### src/design/xcfd_pkg.sv
// ----------------------------------------------------------------------------
// xcfd_pkg
// Shared types and constants for the xor checked frame deframer.
// ----------------------------------------------------------------------------
package xcfd_pkg;

	// start of frame marker, also the checksum seed
	localparam logic [7:0] SOF_BYTE = 8'hFE;

	// reset value of the maximum payload length register
	localparam logic [15:0] MAX_LEN_RESET = 16'd128;

	// result kinds
	localparam logic [1:0] KIND_PAYLOAD = 2'd0;
	localparam logic [1:0] KIND_GOOD    = 2'd1;
	localparam logic [1:0] KIND_BAD     = 2'd2;
	localparam logic [1:0] KIND_REJECT  = 2'd3;

	// receive phases
	typedef enum logic [2:0] {
		PH_WAIT = 3'd0,
		PH_FHI  = 3'd1,
		PH_FLO  = 3'd2,
		PH_LHI  = 3'd3,
		PH_LLO  = 3'd4,
		PH_DATA = 3'd5,
		PH_CSUM = 3'd6
	} phase_t;

	// one result from the parser to the output register
	typedef struct packed {
		logic        valid;
		logic [1:0]  kind;
		logic [15:0] func_code;
		logic [15:0] frame_len;
		logic [7:0]  data_byte;
		logic [15:0] byte_index;
	} result_t;

endpackage

### src/design/xcfd_parser.sv
// ----------------------------------------------------------------------------
// xcfd_parser
// Frame state machine: header capture, payload indexing, xor checksum.
// ----------------------------------------------------------------------------
module xcfd_parser (
	input  logic                 clk,
	input  logic                 arst_n,
	input  logic                 byte_valid,
	input  logic [7:0]           rx_byte,
	input  logic [15:0]          max_len,
	output xcfd_pkg::result_t    result
);

	xcfd_pkg::phase_t phase_q, phase_d;
	logic [15:0] func_q, func_d;
	logic [15:0] len_q, len_d;
	logic [15:0] count_q, count_d;
	logic [7:0]  xor_q, xor_d;
	logic [15:0] count_inc;

	assign count_inc = count_q + 16'd1;

	// state registers, advanced once per accepted byte
	always_ff @(posedge clk or negedge arst_n) begin
		if (!arst_n) begin
			phase_q <= xcfd_pkg::PH_WAIT;
			func_q  <= '0;
			len_q   <= '0;
			count_q <= '0;
			xor_q   <= xcfd_pkg::SOF_BYTE;
		end else if (byte_valid) begin
			phase_q <= phase_d;
			func_q  <= func_d;
			len_q   <= len_d;
			count_q <= count_d;
			xor_q   <= xor_d;
		end
	end

	// next state and result
	always_comb begin
		phase_d = phase_q;
		func_d  = func_q;
		len_d   = len_q;
		count_d = count_q;
		xor_d   = xor_q;
		result  = '0;
		unique case (phase_q)
			xcfd_pkg::PH_WAIT: begin
				func_d  = '0;
				len_d   = '0;
				count_d = '0;
				xor_d   = xcfd_pkg::SOF_BYTE;
				if (rx_byte == xcfd_pkg::SOF_BYTE) begin
					phase_d = xcfd_pkg::PH_FHI;
				end
			end
			xcfd_pkg::PH_FHI: begin
				func_d  = {rx_byte, 8'h00};
				xor_d   = xor_q ^ rx_byte;
				phase_d = xcfd_pkg::PH_FLO;
			end
			xcfd_pkg::PH_FLO: begin
				func_d  = {func_q[15:8], func_q[7:0] | rx_byte};
				xor_d   = xor_q ^ rx_byte;
				phase_d = xcfd_pkg::PH_LHI;
			end
			xcfd_pkg::PH_LHI: begin
				len_d   = {rx_byte, 8'h00};
				xor_d   = xor_q ^ rx_byte;
				phase_d = xcfd_pkg::PH_LLO;
			end
			xcfd_pkg::PH_LLO: begin
				len_d = {len_q[15:8], len_q[7:0] | rx_byte};
				xor_d = xor_q ^ rx_byte;
				if (len_d > max_len) begin
					// declared length too long, report and drop the frame
					result.valid     = 1'b1;
					result.kind      = xcfd_pkg::KIND_REJECT;
					result.func_code = func_q;
					result.frame_len = len_d;
					phase_d          = xcfd_pkg::PH_WAIT;
				end else if (len_d == 16'd0) begin
					phase_d = xcfd_pkg::PH_CSUM;
				end else begin
					phase_d = xcfd_pkg::PH_DATA;
				end
			end
			xcfd_pkg::PH_DATA: begin
				result.valid      = 1'b1;
				result.kind       = xcfd_pkg::KIND_PAYLOAD;
				result.func_code  = func_q;
				result.frame_len  = len_q;
				result.data_byte  = rx_byte;
				result.byte_index = count_q;
				xor_d             = xor_q ^ rx_byte;
				count_d           = count_inc;
				if (count_inc == len_q) begin
					phase_d = xcfd_pkg::PH_CSUM;
				end
			end
			xcfd_pkg::PH_CSUM: begin
				result.valid     = 1'b1;
				result.kind      = (xor_q == rx_byte) ? xcfd_pkg::KIND_GOOD
				                                      : xcfd_pkg::KIND_BAD;
				result.func_code = func_q;
				result.frame_len = len_q;
				phase_d          = xcfd_pkg::PH_WAIT;
			end
			default: begin
				// unused phase code, drop the byte
				phase_d = xcfd_pkg::PH_WAIT;
			end
		endcase
		if (!byte_valid) begin
			result.valid = 1'b0;
		end
	end

endmodule

### src/design/xor_checked_frame_deframer_core.sv
// ----------------------------------------------------------------------------
// xor_checked_frame_deframer_core
// Byte stream deframer for start-byte / length framed packets with xor check.
// ----------------------------------------------------------------------------
// Takes one received byte per cycle on the slave stream and parses frames of
// the form 0xFE, function code (2 bytes, msb first), payload length (2 bytes,
// msb first), payload, xor checksum. Each payload byte leaves on the master
// stream with its index; the checksum byte yields a good or bad verdict, and
// a length above cfg_data's register value yields a reject. The frame state
// machine updates as each byte is taken and the result goes into a single
// output register, so a new byte is taken every cycle while that register
// is empty or being drained. The maximum length register resets to 128 and
// should be written only while no frame is in flight.
module xor_checked_frame_deframer_core (
	input  logic        clk,
	input  logic        arst_n,
	// input byte stream
	input  logic        s_tvalid,
	output logic        s_tready,
	input  logic [7:0]  s_tdata,   // [7:0] rx_byte
	// result stream
	output logic        m_tvalid,
	input  logic        m_tready,
	output logic [55:0] m_tdata,   // [15:0] func_code, [31:16] frame_len,
	                               // [39:32] data_byte, [55:40] byte_index
	output logic [1:0]  m_tuser,   // [1:0] kind
	// maximum payload length register write
	input  logic        cfg_valid,
	output logic        cfg_ready,
	input  logic [15:0] cfg_data
);

	logic [15:0]       max_len_q;
	logic              accept;
	xcfd_pkg::result_t result;
	xcfd_pkg::result_t out_q;
	logic              out_valid_q;

	assign cfg_ready = 1'b1;
	assign s_tready  = !out_valid_q || m_tready;
	assign accept    = s_tvalid && s_tready;

	// configuration register
	always_ff @(posedge clk or negedge arst_n) begin
		if (!arst_n) begin
			max_len_q <= xcfd_pkg::MAX_LEN_RESET;
		end else if (cfg_valid) begin
			max_len_q <= cfg_data;
		end
	end

	xcfd_parser u_parser (
		.clk        (clk),
		.arst_n     (arst_n),
		.byte_valid (accept),
		.rx_byte    (s_tdata),
		.max_len    (max_len_q),
		.result     (result)
	);

	// output register valid
	always_ff @(posedge clk or negedge arst_n) begin
		if (!arst_n) begin
			out_valid_q <= 1'b0;
		end else if (result.valid) begin
			out_valid_q <= 1'b1;
		end else if (m_tready) begin
			out_valid_q <= 1'b0;
		end
	end

	// output register payload
	always_ff @(posedge clk) begin
		if (result.valid) begin
			out_q <= result;
		end
	end

	assign m_tvalid = out_valid_q;
	assign m_tuser  = out_q.kind;
	assign m_tdata  = {out_q.byte_index, out_q.data_byte, out_q.frame_len, out_q.func_code};

endmodule
### config.mk
export PLATFORM = sky130hd
export DESIGN_NAME = xor_checked_frame_deframer_core
export DESIGN_NICKNAME = d
export VERILOG_FILES = /design/src/design/xcfd_pkg.sv /design/src/design/xcfd_parser.sv /design/src/design/xor_checked_frame_deframer_core.sv
export SDC_FILE = /design/constraint.sdc
export NUM_CORES = 1
export LEC_CHECK = 0
export BUFFER_PORTS_ARGS = -buffer_cell sky130_fd_sc_hd__buf_2
export CORE_AREA = 2 2 153 155
export CTS_CLUSTER_DIAMETER = 50
export CTS_CLUSTER_SIZE = 14
export DETAILED_ROUTE_END_ITERATION = 8
export DIE_AREA = 0 0 155 157
export PLACE_DENSITY_LB_ADDON = 0.15
export SYNTH_ARGS = -nofsm -noshare
export SYNTH_HDL_FRONTEND = slang
export SYNTH_SLANG_ARGS = --single-unit
### constraint.sdc
create_clock -name clk -period 10.1 [get_ports clk]
set_input_delay 1.01 -clock clk [delete_from_list [all_inputs] [get_ports clk]]
set_output_delay 1.01 -clock clk [all_outputs]
set_load 0.01 [all_outputs]
==> Word level (Yosys, flattened, before mapping) <==
Cells that the tools add are included.
{ "op_classes": {"addsub": 1, "n_lt_le_gt_ge": 1, "eq_ne": 11, "n_mux": 15, "bitwise": 5, "n_reduce_logical": 20} }
{ "ops": {"columns": ["operator", "count"], "rows": [
  ["35-bit case mux with 3 select lines", 1],
  ["16-bit case mux with 3 select lines", 2],
  ["35-bit two-way mux", 1],
  ["16-bit case mux with 2 select lines", 1],
  ["3-bit case mux with 6 select lines", 1],
  ["16-bit by 1-bit adder with 16-bit output, second input constant", 1],
  ["16-bit equality test", 1],
  ["16-bit greater-than comparator", 1],
  ["16-bit logical NOT", 1],
  ["8-bit OR", 2],
  ["8-bit case mux with 2 select lines", 1],
  ["2-bit nonzero test", 5],
  ["3-bit equality test, second input constant", 3],
  ["3-bit two-way mux", 3],
  ["3-bit AND reduction", 3],
  ["8-bit equality test", 1],
  ["8-bit equality test, second input constant", 1],
  ["2-bit AND reduction", 4],
  ["8-bit XOR", 1],
  ["3-bit by 2-bit equality test with 1-bit output, second input constant", 2],
  ["3-bit nonzero test", 2],
  ["5-bit OR reduction", 1],
  ["2-bit two-way mux", 2],
  ["2-bit by 1-bit inequality test with 1-bit output, second input constant", 2],
  ["7 further kinds", 10]
]} }
{ "totals": {"register_bits": 134, "out_inout_bits": 61, "elab_cells": 67} }

==> Logic depth before layout (Yosys ltp) <==
{ "logic_depth": {"ltp_word": 6, "depth_mapped": 12, "mapped_depth_nobuf": 10} }

==> Modules after synthesis <==
Synthesis repeated with hierarchy kept, for this count alone.
{ "unflattened": {"cells_unflattened": 637, "hier_area_um2": 6894.1} }
{ "by_module_without_submodules": {"columns": ["mod", "instances", "cells_each", "area_per_inst_um2"], "rows": [
  ["xcfd_parser", 1, 539, 4446.8],
  ["xor_checked_frame_deframer_core", 1, 98, 2447.3]
]} }

==> Worst setup path before layout <==
Ideal clock, no wire load.
{ "synth_path": {"path_type": "input-to-reg", "from": "input port s_tdata[7]", "to": "register out_q (netlist bit m_tdata[0]) (enable)", "setup_ns": 0.474, "arrival_time_ns": 4.994, "setup_slack_ns": 4.632, "stages": 10, "path_cell_list": "clkbuf_1 > nor2_1 > inv_1 > ha_1 > nand2_1 > nor4_1 > a21boi_1 > o31a_4 > o31ai_2 > nor2_1"} }
{ "synth_rtl": {"columns": ["element", "line", "text"], "rows": [
  ["start, declared", "xor_checked_frame_deframer_core.sv:20", "input logic [7:0] s_tdata,"],
  ["end signal, assigned", "xor_checked_frame_deframer_core.sv:75", "out_q <= result;"],
  ["end, declared", "xor_checked_frame_deframer_core.sv:36", "xcfd_pkg::result_t out_q;"]
]} }

==> qor.yml <==
p_seq_share_pct: 42.7
fillers: 2272
hp-class: "reg2reg"
cts_setup_buffers: 0
rows: 55
period_needed_ps: 3936
wl_per_cell_um: 17.96
port_buffers: 88
tightest_slew_ps: 1227
place_area_um2: 7313
yosys_warnings: 0
gp_congestion: 0.8587
synth-seq-area-share_pct: 54.83
grt_antenna_before_repair: 0
stdcell_count: 1018
p_leak_nw: 3.356
comb_power_share_pct: 27.7
fin_crit_sh_pct: 38.97
synthFlopType: "dfrtp_1"
drt_iter0_drc: 411
skew_ps: 8.837
syn-num-nets: 696
crit_path_end_kind: "register"
finalMaxSlewViolations: 0
finalSetupViolations: 0
ys_types: 61
grt_pass1_vias: 4952
outcome: "complete, no violations"
htree_num_levels: 4
hold_viol: 0
layout_commonest_cell: "buf_2"
syn_inst: 650
grt_max_degree: 77
p_int_mw: 1.321
arrival_ps: 4000
cp.required_ps: 10170
cts_root_buffer: "clkbuf_16"
die_area_um2: 24340
initial_core_util_pct: 29.61
start_kind: "primary input"
drv_cap: 0
hold_buffers: 0
totalWireLength_um: 18290
die_x_um: 155
cts_max_path_buffers: 2
drive_gt1_share_pct: 23.87
synth.ff_latch_count: 134
core_area_um2: 22500
finalCoreUtilization_pct: 35.05
dieHeight_um: 157
dp_cells: 986
critPathMaxFanout: 30
antenna_left: 0
cts_buffers: 17
timing.fmax_mhz: 254.0
cts_num_sinks: 134
design_area_um2: 7886
cts_tree: "done"
rsz0062_at_grt: "no"
grt-ovfl-total: 0
path_clk_slew_ps: 60
layout.nets: 766
ff2ff_setup_slack_ps: 6420
num_vias: 5041
pwr_density_cell_nw_per_um2: 255.8
antenna_cells: 0
syn2layout_area_growth_pct: 18.34
critPathKind: "in2reg"
clkPwrFrac_pct: 29.6
mostFrequentLayoutCells: "buf_2 (88), nand2_1 (81), dfrtp_1 (68), o21ai_0 (61), edfxtp_1 (58)"
drcViolationCount: 0
max-slew-margin-rel_pct: 17.99
power_mw: 2.017
dpl.hpwl_um: 12770
ios: 90
async_reset_ff_share_pct: 56.72
netlist_area_um2: 6664
avgSynthCellArea_um2: 10.25
vias_per_cell: 4.952
p_switching_mw: 0.6960
synth-edff-count: 58
grt_pass1_wl_um: 28580
insertion_delay_ps: 420
drt_first_pass_iters: 4
ir_drop_uv: 139.7
cts_resized: 0
fin_setup_tns_ps: 0
p_sw_share_pct: 34.51
grt_use_total_pct: 15.44
power by group through the flow:
stage / Clock (mW) / Sequential [mW] / Combinational (mW)
final: 0.597 / 0.861 / 0.559
after detailed placement: 0 / 0.872 / 0.568
after CTS: 0.613 / 0.862 / 0.569
after global routing: 0.638 / 0.879 / 0.625
after floorplan: 0 / 0.846 / 0.396
after global placement: 0 / 0.869 / 0.559
cells in the mapped netlist (all sizes together), types with 7 or more instances:
| library cell | instances | area share, % |
|---|---|---|
| inv | 26 | 1.5 |
| o31ai | 12 | 1.4 |
| or2 | 9 | 0.84 |
| and2 | 50 | 5.4 |
| nor3 | 10 | 0.90 |
| nor4 | 7 | 0.75 |
| xnor2 | 19 | 2.5 |
| dfrtp | 68 | 26 |
| dfstp | 8 | 3.2 |
| edfxtp | 58 | 26 |
| a31oi | 15 | 1.4 |
| o21ai | 64 | 4.8 |
| nand3 | 19 | 1.4 |
| nand2 | 81 | 4.6 |
| nor2 | 46 | 2.6 |
| clkbuf | 30 | 1.7 |
| nand4 | 12 | 1.5 |
| buf | 12 | 1.2 |
| xor2 | 7 | 0.92 |
| a21oi | 39 | 3.0 |
| ha | 17 | 3.2 |
per-stage QoR:
step	hold WS [ps]	setup slack (ps)
after floorplan	430.4	4632
after global placement	450.6	5815
after detailed placement	452.1	5689
after CTS	465.7	6133
after global routing	495.2	5951
final	460.3	6164
worst max-delay path: stages:
cell      delay [ps]
buf_2            190
nor2_1           170
inv_1             80
ha_1             310
nand2_1           80
nor4_1           330
a21boi_1         250
o31a_4           200
o31ai_2          160
nor2_4           680
buf_4            510
kinds of logic after synthesis:
family | synth area share (%)
flip-flops | 54.83
adder cells (fa/ha/maj) | 3.192
other | 0.05627
AO/OA/AOI/OAI | 13.18
XOR/XNOR | 3.417
AND/OR/NAND/NOR | 20.73
multiplexers | 0.1690
buffers and inverters | 4.431
per-layer routing:
layer,vias up,share of wire [%],track usage (%)
li1,2426,-,-
met1,2441,46,20.75
met2,156,47,24.55
met3,18,5.7,4.460
met4,0,1.1,3.924
met5,-,0,0
path summary, 6_finish.rpt:
kind / from / cells past startpoint / end
setup / recovery: s_tdata[7] / 11 / m_tdata[18]
hold / removal: u_parser.func_q[14] / 2 / u_parser.func_q[14]
setup reg to reg: u_parser.len_q[11] / 8 / m_tdata[18]
hold reg to reg: u_parser.func_q[14] / 2 / u_parser.func_q[14]
max in group asynchronous: arst_n / 2 / u_parser.count_q[7]
min in group asynchronous: arst_n / 2 / u_parser.func_q[5]
flip-flops by register name (all words and copies together) (netlist names), 2 cells and up:
name,flops
m_tdata,56
m_tuser,2
max_len_q,16
u_parser.count_q,16
u_parser.func_q,16
u_parser.len_q,16
u_parser.phase_q,3
u_parser.xor_q,8
area by class of cell:
class | count | area, µm² | share of cell area (%)
Inverter | 26 | 97.59 | 1.238
Timing Repair Buffer | 93 | 478.0 | 6.061
Clock inverter | 10 | 98.84 | 1.253
Clock buffer | 22 | 474.2 | 6.013
Multi-Input combinational cell | 448 | 2728 | 34.59
Sequential cell | 134 | 3654 | 46.33
Tap cell | 285 | 356.6 | 4.522
Note: power is estimated with default switching activity, not from simulation.
